$ cat config.mk
export PLATFORM = sky130hd
export DESIGN_NAME = auto_semicolon_detector
export DESIGN_NICKNAME = d
export VERILOG_FILES = /design/src/hw/rtl/asd_pkg.sv /design/src/hw/rtl/auto_semicolon_detector.sv /design/src/hw/rtl/asd_classify.sv
export SDC_FILE = /design/constraint.sdc
export NUM_CORES = 1
export LEC_CHECK = 0
export ABC_AREA = 1
export BUFFER_PORTS_ARGS = -buffer_cell sky130_fd_sc_hd__buf_4
export CORE_UTILIZATION = 50
export DETAILED_ROUTE_END_ITERATION = 12
export PLACE_DENSITY_LB_ADDON = 0.08
export SLEW_MARGIN = 20
export SYNTH_ARGS = -nofsm -noshare
export SYNTH_HDL_FRONTEND = slang
export SYNTH_SLANG_ARGS = --single-unit
$ cat constraint.sdc
create_clock -name i_clk -period 2.6 [get_ports i_clk]
set_input_delay 0.13 -clock i_clk [delete_from_list [all_inputs] [get_ports i_clk]]
set_output_delay 0.13 -clock i_clk [all_outputs]
set_load 0.01 [all_outputs]
$ cat src/hw/rtl/asd_pkg.sv
// ----------------------------------------------------------------------------
// asd_pkg
// shared types, phase codes and character class helpers for the automatic
// semicolon detector
// ----------------------------------------------------------------------------
package asd_pkg;

    localparam int PHASE_W = 4;
    localparam int KW_W    = 4;
    localparam int CP_W    = 21;

    // scan phase codes
    localparam logic [PHASE_W-1:0] PH_IDLE  = 4'd0;
    localparam logic [PHASE_W-1:0] PH_WS    = 4'd1;
    localparam logic [PHASE_W-1:0] PH_NL    = 4'd2;
    localparam logic [PHASE_W-1:0] PH_DOT   = 4'd3;
    localparam logic [PHASE_W-1:0] PH_PLUS  = 4'd4;
    localparam logic [PHASE_W-1:0] PH_MINUS = 4'd5;
    localparam logic [PHASE_W-1:0] PH_BANG  = 4'd6;
    localparam logic [PHASE_W-1:0] PH_I     = 4'd7;
    localparam logic [PHASE_W-1:0] PH_IN    = 4'd8;
    localparam logic [PHASE_W-1:0] PH_KW    = 4'd9;

    // length of the "stanceof" tail
    localparam logic [KW_W-1:0] KW_LEN = 4'd8;

    localparam logic [CP_W-1:0] CP_EOI  = 21'h000000;
    localparam logic [CP_W-1:0] CP_LF   = 21'h00000A;
    localparam logic [CP_W-1:0] CP_LSEP = 21'h002028;
    localparam logic [CP_W-1:0] CP_PSEP = 21'h002029;

    typedef struct packed {
        logic [PHASE_W-1:0] phase;
        logic [KW_W-1:0]    kw_idx;
    } t_scan_state;

    typedef struct packed {
        logic valid;
        logic value;
    } t_decision;

    function automatic logic [CP_W-1:0] kw_char(input logic [2:0] idx);
        logic [7:0] ch;
        case (idx)
            3'd0:    ch = "s";
            3'd1:    ch = "t";
            3'd2:    ch = "a";
            3'd3:    ch = "n";
            3'd4:    ch = "c";
            3'd5:    ch = "e";
            3'd6:    ch = "o";
            default: ch = "f";
        endcase
        return {13'd0, ch};
    endfunction

    function automatic logic is_space(input logic [CP_W-1:0] c);
        return (c == 21'd32) || (c >= 21'd9 && c <= 21'd13);
    endfunction

    function automatic logic is_digit(input logic [CP_W-1:0] c);
        return (c >= 21'd48) && (c <= 21'd57);
    endfunction

    function automatic logic is_alpha(input logic [CP_W-1:0] c);
        return (c >= 21'd97 && c <= 21'd122) || (c >= 21'd65 && c <= 21'd90);
    endfunction

    // characters that continue an expression across a line break
    function automatic logic is_blocker(input logic [CP_W-1:0] c);
        logic hit;
        case (c)
            21'd96, 21'd44, 21'd58, 21'd59, 21'd42, 21'd37,
            21'd62, 21'd60, 21'd61, 21'd91, 21'd40, 21'd63,
            21'd94, 21'd124, 21'd38, 21'd47: hit = 1'b1;
            default:                          hit = 1'b0;
        endcase
        return hit;
    endfunction

endpackage

$ cat src/hw/rtl/auto_semicolon_detector.sv
// ----------------------------------------------------------------------------
// auto_semicolon_detector
// decides per scan whether a zero-length automatic semicolon is inserted
// ----------------------------------------------------------------------------
// One code point is taken per beat, one beat per clock when the result side
// keeps up. A beat lands in an input register; once the result slot is free
// it passes through the character classifier, updates the scan phase and, on
// the beat that decides a scan, loads the result register, which drives the
// result channel. The rate is set by the phase/keyword-index update. A scan
// opens on a beat with start_scan high; exactly one result is given per scan,
// and beats outside a scan give none.
// ----------------------------------------------------------------------------
module auto_semicolon_detector (
    input  logic                      i_clk,
    input  logic                      i_rst_n,
    // input channel
    input  logic                      i_valid,
    output logic                      o_ready,
    input  logic [asd_pkg::CP_W-1:0]  i_code_point,
    input  logic                      i_start_scan,
    input  logic                      i_asi_wanted,
    input  logic                      i_range_start,
    // result channel
    output logic                      o_valid,
    input  logic                      i_ready,
    output logic                      o_insert_semicolon
);

    // input register
    logic                      r_in_valid;
    logic [asd_pkg::CP_W-1:0]  r_code_point;
    logic                      r_start_scan;
    logic                      r_asi_wanted;
    logic                      r_range_start;

    // scan state
    asd_pkg::t_scan_state      r_state;
    asd_pkg::t_scan_state      n_state;
    asd_pkg::t_decision        w_decision;

    // result register
    logic                      r_out_valid;
    logic                      r_out_bit;

    logic                      w_out_free;
    logic                      w_step;
    logic                      w_in_take;

    // the held beat can be processed when the result slot is empty or draining
    assign w_out_free = !r_out_valid || i_ready;
    assign w_step     = r_in_valid && w_out_free;
    assign o_ready    = !r_in_valid || w_step;
    assign w_in_take  = i_valid && o_ready;

    asd_classify u_classify (
        .i_state       (r_state),
        .i_code_point  (r_code_point),
        .i_start_scan  (r_start_scan),
        .i_asi_wanted  (r_asi_wanted),
        .i_range_start (r_range_start),
        .o_state       (n_state),
        .o_decision    (w_decision)
    );

    // input register control
    always_ff @(posedge i_clk) begin
        if (!i_rst_n) begin
            r_in_valid <= 1'b0;
        end else if (w_in_take) begin
            r_in_valid <= 1'b1;
        end else if (w_step) begin
            r_in_valid <= 1'b0;
        end
    end

    // input payload, no reset
    always_ff @(posedge i_clk) begin
        if (w_in_take) begin
            r_code_point  <= i_code_point;
            r_start_scan  <= i_start_scan;
            r_asi_wanted  <= i_asi_wanted;
            r_range_start <= i_range_start;
        end
    end

    // scan phase advances once per processed beat
    always_ff @(posedge i_clk) begin
        if (!i_rst_n) begin
            r_state.phase  <= asd_pkg::PH_IDLE;
            r_state.kw_idx <= '0;
        end else if (w_step) begin
            r_state <= n_state;
        end
    end

    // result register
    always_ff @(posedge i_clk) begin
        if (!i_rst_n) begin
            r_out_valid <= 1'b0;
        end else if (w_step && w_decision.valid) begin
            r_out_valid <= 1'b1;
        end else if (i_ready) begin
            r_out_valid <= 1'b0;
        end
    end

    always_ff @(posedge i_clk) begin
        if (w_step && w_decision.valid) begin
            r_out_bit <= w_decision.value;
        end
    end

    assign o_valid            = r_out_valid;
    assign o_insert_semicolon = r_out_bit;

    // a stalled result is never overwritten
    a_no_overwrite: assert property (@(posedge i_clk) disable iff (!i_rst_n)
        (r_out_valid && !i_ready) |-> !w_step)
        else $error("result overwritten while stalled");

    // keyword index only moves inside the keyword phase
    a_kw_idx_phase: assert property (@(posedge i_clk) disable iff (!i_rst_n)
        (r_state.kw_idx != '0) |-> (r_state.phase == asd_pkg::PH_KW))
        else $error("keyword index set outside keyword phase");

    // keyword index never passes the tail length
    a_kw_idx_range: assert property (@(posedge i_clk) disable iff (!i_rst_n)
        r_state.kw_idx <= asd_pkg::KW_LEN)
        else $error("keyword index out of range");

    // a deciding beat always returns the scan to idle
    a_decide_idle: assert property (@(posedge i_clk) disable iff (!i_rst_n)
        (w_step && w_decision.valid) |=> (r_state.phase == asd_pkg::PH_IDLE))
        else $error("scan not closed after decision");

endmodule

$ cat src/hw/rtl/asd_classify.sv
// ----------------------------------------------------------------------------
// asd_classify
// next scan state and decision for one lookahead character
// ----------------------------------------------------------------------------
module asd_classify (
    input  asd_pkg::t_scan_state       i_state,
    input  logic [asd_pkg::CP_W-1:0]   i_code_point,
    input  logic                       i_start_scan,
    input  logic                       i_asi_wanted,
    input  logic                       i_range_start,
    output asd_pkg::t_scan_state       o_state,
    output asd_pkg::t_decision         o_decision
);

    asd_pkg::t_scan_state s;
    logic [asd_pkg::CP_W-1:0] c;
    logic dec_v;
    logic dec_b;

    assign c = i_code_point;

    always_comb begin
        s      = i_state;
        dec_v  = 1'b0;
        dec_b  = 1'b0;
        o_state = i_state;

        if (i_start_scan) begin
            s.kw_idx = '0;
            s.phase  = asd_pkg::PH_WS;
        end

        if (i_start_scan && !i_asi_wanted) begin
            // not wanted: report no insertion, end the scan
            dec_v = 1'b1;
            dec_b = 1'b0;
            o_state.phase  = asd_pkg::PH_IDLE;
            o_state.kw_idx = '0;
        end else begin
            unique case (s.phase)
                asd_pkg::PH_WS: begin
                    if (c == asd_pkg::CP_EOI || c == 21'd125 || i_range_start) begin
                        dec_v = 1'b1; dec_b = 1'b1;
                    end else if (c == asd_pkg::CP_LF || c == asd_pkg::CP_LSEP ||
                                 c == asd_pkg::CP_PSEP) begin
                        s.phase = asd_pkg::PH_NL;
                    end else if (!asd_pkg::is_space(c)) begin
                        dec_v = 1'b1; dec_b = 1'b0;
                    end
                end
                asd_pkg::PH_NL: begin
                    if (asd_pkg::is_blocker(c)) begin
                        dec_v = 1'b1; dec_b = 1'b0;
                    end else if (c == 21'd46) begin
                        s.phase = asd_pkg::PH_DOT;
                    end else if (c == 21'd43) begin
                        s.phase = asd_pkg::PH_PLUS;
                    end else if (c == 21'd45) begin
                        s.phase = asd_pkg::PH_MINUS;
                    end else if (c == 21'd33) begin
                        s.phase = asd_pkg::PH_BANG;
                    end else if (c == 21'd105) begin
                        s.phase = asd_pkg::PH_I;
                    end else begin
                        dec_v = 1'b1; dec_b = 1'b1;
                    end
                end
                asd_pkg::PH_DOT: begin
                    dec_v = 1'b1; dec_b = asd_pkg::is_digit(c);
                end
                asd_pkg::PH_PLUS: begin
                    dec_v = 1'b1; dec_b = (c == 21'd43);
                end
                asd_pkg::PH_MINUS: begin
                    dec_v = 1'b1; dec_b = (c == 21'd45);
                end
                asd_pkg::PH_BANG: begin
                    dec_v = 1'b1; dec_b = (c != 21'd61);
                end
                asd_pkg::PH_I: begin
                    if (c != 21'd110) begin
                        dec_v = 1'b1; dec_b = 1'b1;
                    end else begin
                        s.phase = asd_pkg::PH_IN;
                    end
                end
                asd_pkg::PH_IN: begin
                    if (!asd_pkg::is_alpha(c)) begin
                        dec_v = 1'b1; dec_b = 1'b0;
                    end else if (c != asd_pkg::kw_char(3'd0)) begin
                        dec_v = 1'b1; dec_b = 1'b1;
                    end else begin
                        s.kw_idx = 4'd1;
                        s.phase  = asd_pkg::PH_KW;
                    end
                end
                asd_pkg::PH_KW: begin
                    if (s.kw_idx >= asd_pkg::KW_LEN) begin
                        dec_v = 1'b1; dec_b = asd_pkg::is_alpha(c);
                    end else if (c != asd_pkg::kw_char(s.kw_idx[2:0])) begin
                        dec_v = 1'b1; dec_b = 1'b1;
                    end else begin
                        s.kw_idx = s.kw_idx + 4'd1;
                    end
                end
                default: begin
                    // idle or unused code: no scan, no result
                    s.phase = asd_pkg::PH_IDLE;
                end
            endcase

            if (dec_v) begin
                o_state.phase  = asd_pkg::PH_IDLE;
                o_state.kw_idx = '0;
            end else begin
                o_state = s;
            end
        end
    end

    assign o_decision.valid = dec_v;
    assign o_decision.value = dec_b;

endmodule
==> metrics.csv <==
stage;metric;value;unit
outcome;run_status;complete, no violations;
floorplan;fp.dieH;74.2;microns
power_and_ir_drop;power.density;401;mW/mm^2
power_and_ir_drop;pwr-share-comb;13.9;%
worst_setup_path;crit_family;simple AND/OR/NAND/NOR gates;
global_routing;antenna_found_initial;0;
clocking;clkLatencyLatePin;0.29;ns
clocking;cts-htree-levels;2;
clocking;cts_setup_buffers;0;
power_and_ir_drop;leakage;1.44;nW
worst_setup_path;rrSetupSlack;0.36;ns
sta;finClkSkew;0.00802;ns
clocking;root_buffer;clkbuf_8;
global_routing;gr-total-overflow;0;
synth;synth_top_area_share;28.8;%
routing;drtPass1Iterations;6;
sta;slew_headroom;42.8;%
worst_setup_path;rr_endpoint;o_insert_semicolon;
layout;final_area;0.00302;sq mm
synth;postSynth.asyncResetShare;0;%
synth;synth-main-ff-cell;edfxtp_1;
sta;hold_viol_final;0;
worst_setup_path;critPathBufInv;1;
synth;syn_nets;440;
synth;synth_edf_count;25;
clocking;numCtsBuffers;5;
worst_setup_path;crit_top_cell;nand2_1;
routing;drt_iter0_drc;281;
clocking;cts.sinks;35;
global_routing;grt_pass1_wl;10600;microns
sta;post-route-period-util;86.1;%
hold_path;min-delay-start;i_code_point[5];
hold_path;worstHoldPathCells;1;
power_and_ir_drop;total_power;1.21;mW
worst_setup_path;slowest_delay;0.47;ns
layout;layout_common_cells;nand2_1 (127), nor2_1 (72), nand3_1 (50), inv_1 (48), buf_4 (34);
worst_setup_path;path_cells;inv_1, nand2_1, nor2_1, nand2_1, o21ai_0, o31ai_1, nand2_1, nand2_1, o21bai_1, nand2_1, nor2_1, nor2_1;
global_routing;grt_max_degree;25;
floorplan;die_area;0.00550;sq mm
layout;antenna_cells;0;
floorplan;die_w;74.2;microns
clocking;cts_resized;0;
power_and_ir_drop;p_seq_share;53.8;%
synth;syn_inst;412;
sta;layout_min_cycle_time;2.24;ns
routing;via_per_inst;5.50;
sta;rsz0062_at_grt;no;
synth;yosys.area.top_type;edfxtp_1;
global_routing;grt_usage;25.8;%
power_and_ir_drop;p_int;879;uW
global_routing;grt_pass1_vias;2351;
worst_setup_path;arrival;2.29;ns
worst_setup_path;critPathKind;flop to flop;
worst_setup_path;crit_start;r_code_point[7];
clocking;cts_buffer_depth;2;
hold_path;hold_path_class;primary input to flop;
worst_setup_path;cp_max_fo;6;
synth;ys_warn_count;0;
run;maxCapViolations;0;
worst_setup_path;cp_slowest_cell;edfxtp_1;
floorplan;initial_utilization;53.4;%
synth;ys_seq_elements;35;
power_and_ir_drop;p_switching;329;uW
layout;drive_gt1_share;12.2;%
routing;ant_nets;0;
synth;seq_area_frac_synth;36.5;%
sta;maxSlewViolCount;0;
worst_setup_path;worstSetupStartpointType;flop;
worst_setup_path;endpoint_kind;flop;
placement;post-dp-hpwl;5320;microns
layout;area_growth;15.7;%
power_and_ir_drop;power.share.clock;32.3;%
floorplan;core_region_area;0.00488;sq mm
placement;numPortBuffers;30;
layout;final_common_cell;nand2_1;
worst_setup_path;required;2.65;ns
clocking;clk_pin_slew;0.08;ns
floorplan;std_cell_rows;25;
clocking;cts_hold_buf;0;
placement;place_congestion;0.924;
routing;drc;0;
synth;syn-cell-area;0.00261;sq mm
synth;ys_types;31;
routing;drt_wl_total;6780;microns
layout;fin_util;61.8;%
hold_path;min_to;r_code_point[5];
worst_setup_path;reg2reg_from;r_code_point[7];
worst_setup_path;r2r_cells;12;
sta;max_freq;447;MHz
sta;finalSetupTns;0;ns
routing;vias;2849;
sta;setup_viol_count_final;0;
floorplan;ios;31;
sta;max_slew.worst_pin.slew;0.856;ns
layout;num-nets-final;478;
synth;syn_avg_cell_area;6.33;sq um
power_and_ir_drop;swShare;27.3;%
synth;synth_top_cells_by_area;edfxtp_1 (29%), nand2_1 (18%), nor2_1 (10%);
clocking;cts_tree;yes;
placement;post_dp_cell_area;0.00291;sq mm
power_and_ir_drop;max-vdd-ir-drop;0.317;mV
routing;drt-wirelength-per-cell;13.1;microns
Yosys cell counts, types with 2 or more instances:
cell and n:
a21oi_1 18, nand4_1 14, inv_1 48, clkinv_1 2, dfxtp_1 10, buf_2 3
nand3_1 50, nor3_1 3, nor2_2 4, nand2_1 127, edfxtp_1 25, nor2_4 2
nor2_1 72, nand2_2 2, o21ai_0 15, inv_2 2
state kept, by name, summed over array words and instances (netlist names):
signal and count:
o_valid 1, r_in_valid 1, o_insert_semicolon 1, r_range_start 1, r_start_scan 1, r_state 8, r_asi_wanted 1, r_code_point 21
layout make-up:
cell class | instances | area (sq um)
sequential | 35 | 951
timing repair buffer | 36 | 275
multi-input combinational | 320 | 1430
tap | 67 | 83.8
clock buffer | 6 | 72.6
inverter | 52 | 195
fill | 502 | 1860
clock inverter | 2 | 12.5
power by group through the flow:
| stage | clock (mW) | combinational [mW] | sequential, mW |
|---|---|---|---|
| finish | 0.391 | 0.168 | 0.650 |
| CTS | 0.399 | 0.163 | 0.650 |
| floorplan | 0 | 0.106 | 0.655 |
| global placement | 0 | 0.161 | 0.661 |
| detailed placement | 0 | 0.162 | 0.662 |
| global route | 0.419 | 0.186 | 0.654 |
logic make-up (layout without fill, tap and decap cells):
| family | Yosys count | after routing | synth area share [%] |
|---|---|---|---|
| compound gates | 41 | 41 | 8.69 |
| buf+inv | 57 | 96 | 8.79 |
| simple gates | 279 | 279 | 46.0 |
| flops | 35 | 35 | 36.5 |
how the worst max path moves through the flow:
stage | endpoint | slack [ns] | cells after the start
final | o_insert_semicolon | 0.36 | 12
after global routing | o_insert_semicolon | 0.15 | 11
after CTS | o_insert_semicolon | 0.41 | 12
after detailed placement | o_insert_semicolon | 0.41 | 11
after global placement | o_insert_semicolon | 0.37 | 12
after floorplan | o_insert_semicolon | 0.74 | 12
metal layers:
metal,track usage [%],vias up,share of wire (%)
li1,-,1434,-
met1,35.0,1273,46
met2,41.2,127,46
met3,4.07,15,6.2
met4,9.83,0,2.3
met5,0,-,0
per-stage QoR:
step	setup WS, ns	hold slack, ns	std cells
3_5_place_dp	0.415	0.309	508
4_1_cts	0.407	0.00528	516
3_3_place_gp	0.373	0.308	508
5_1_grt	0.145	0.000751	518
2_1_floorplan	0.740	0.229	412
6_report	0.362	0.00949	518
Power figures use the tool's default switching activity.
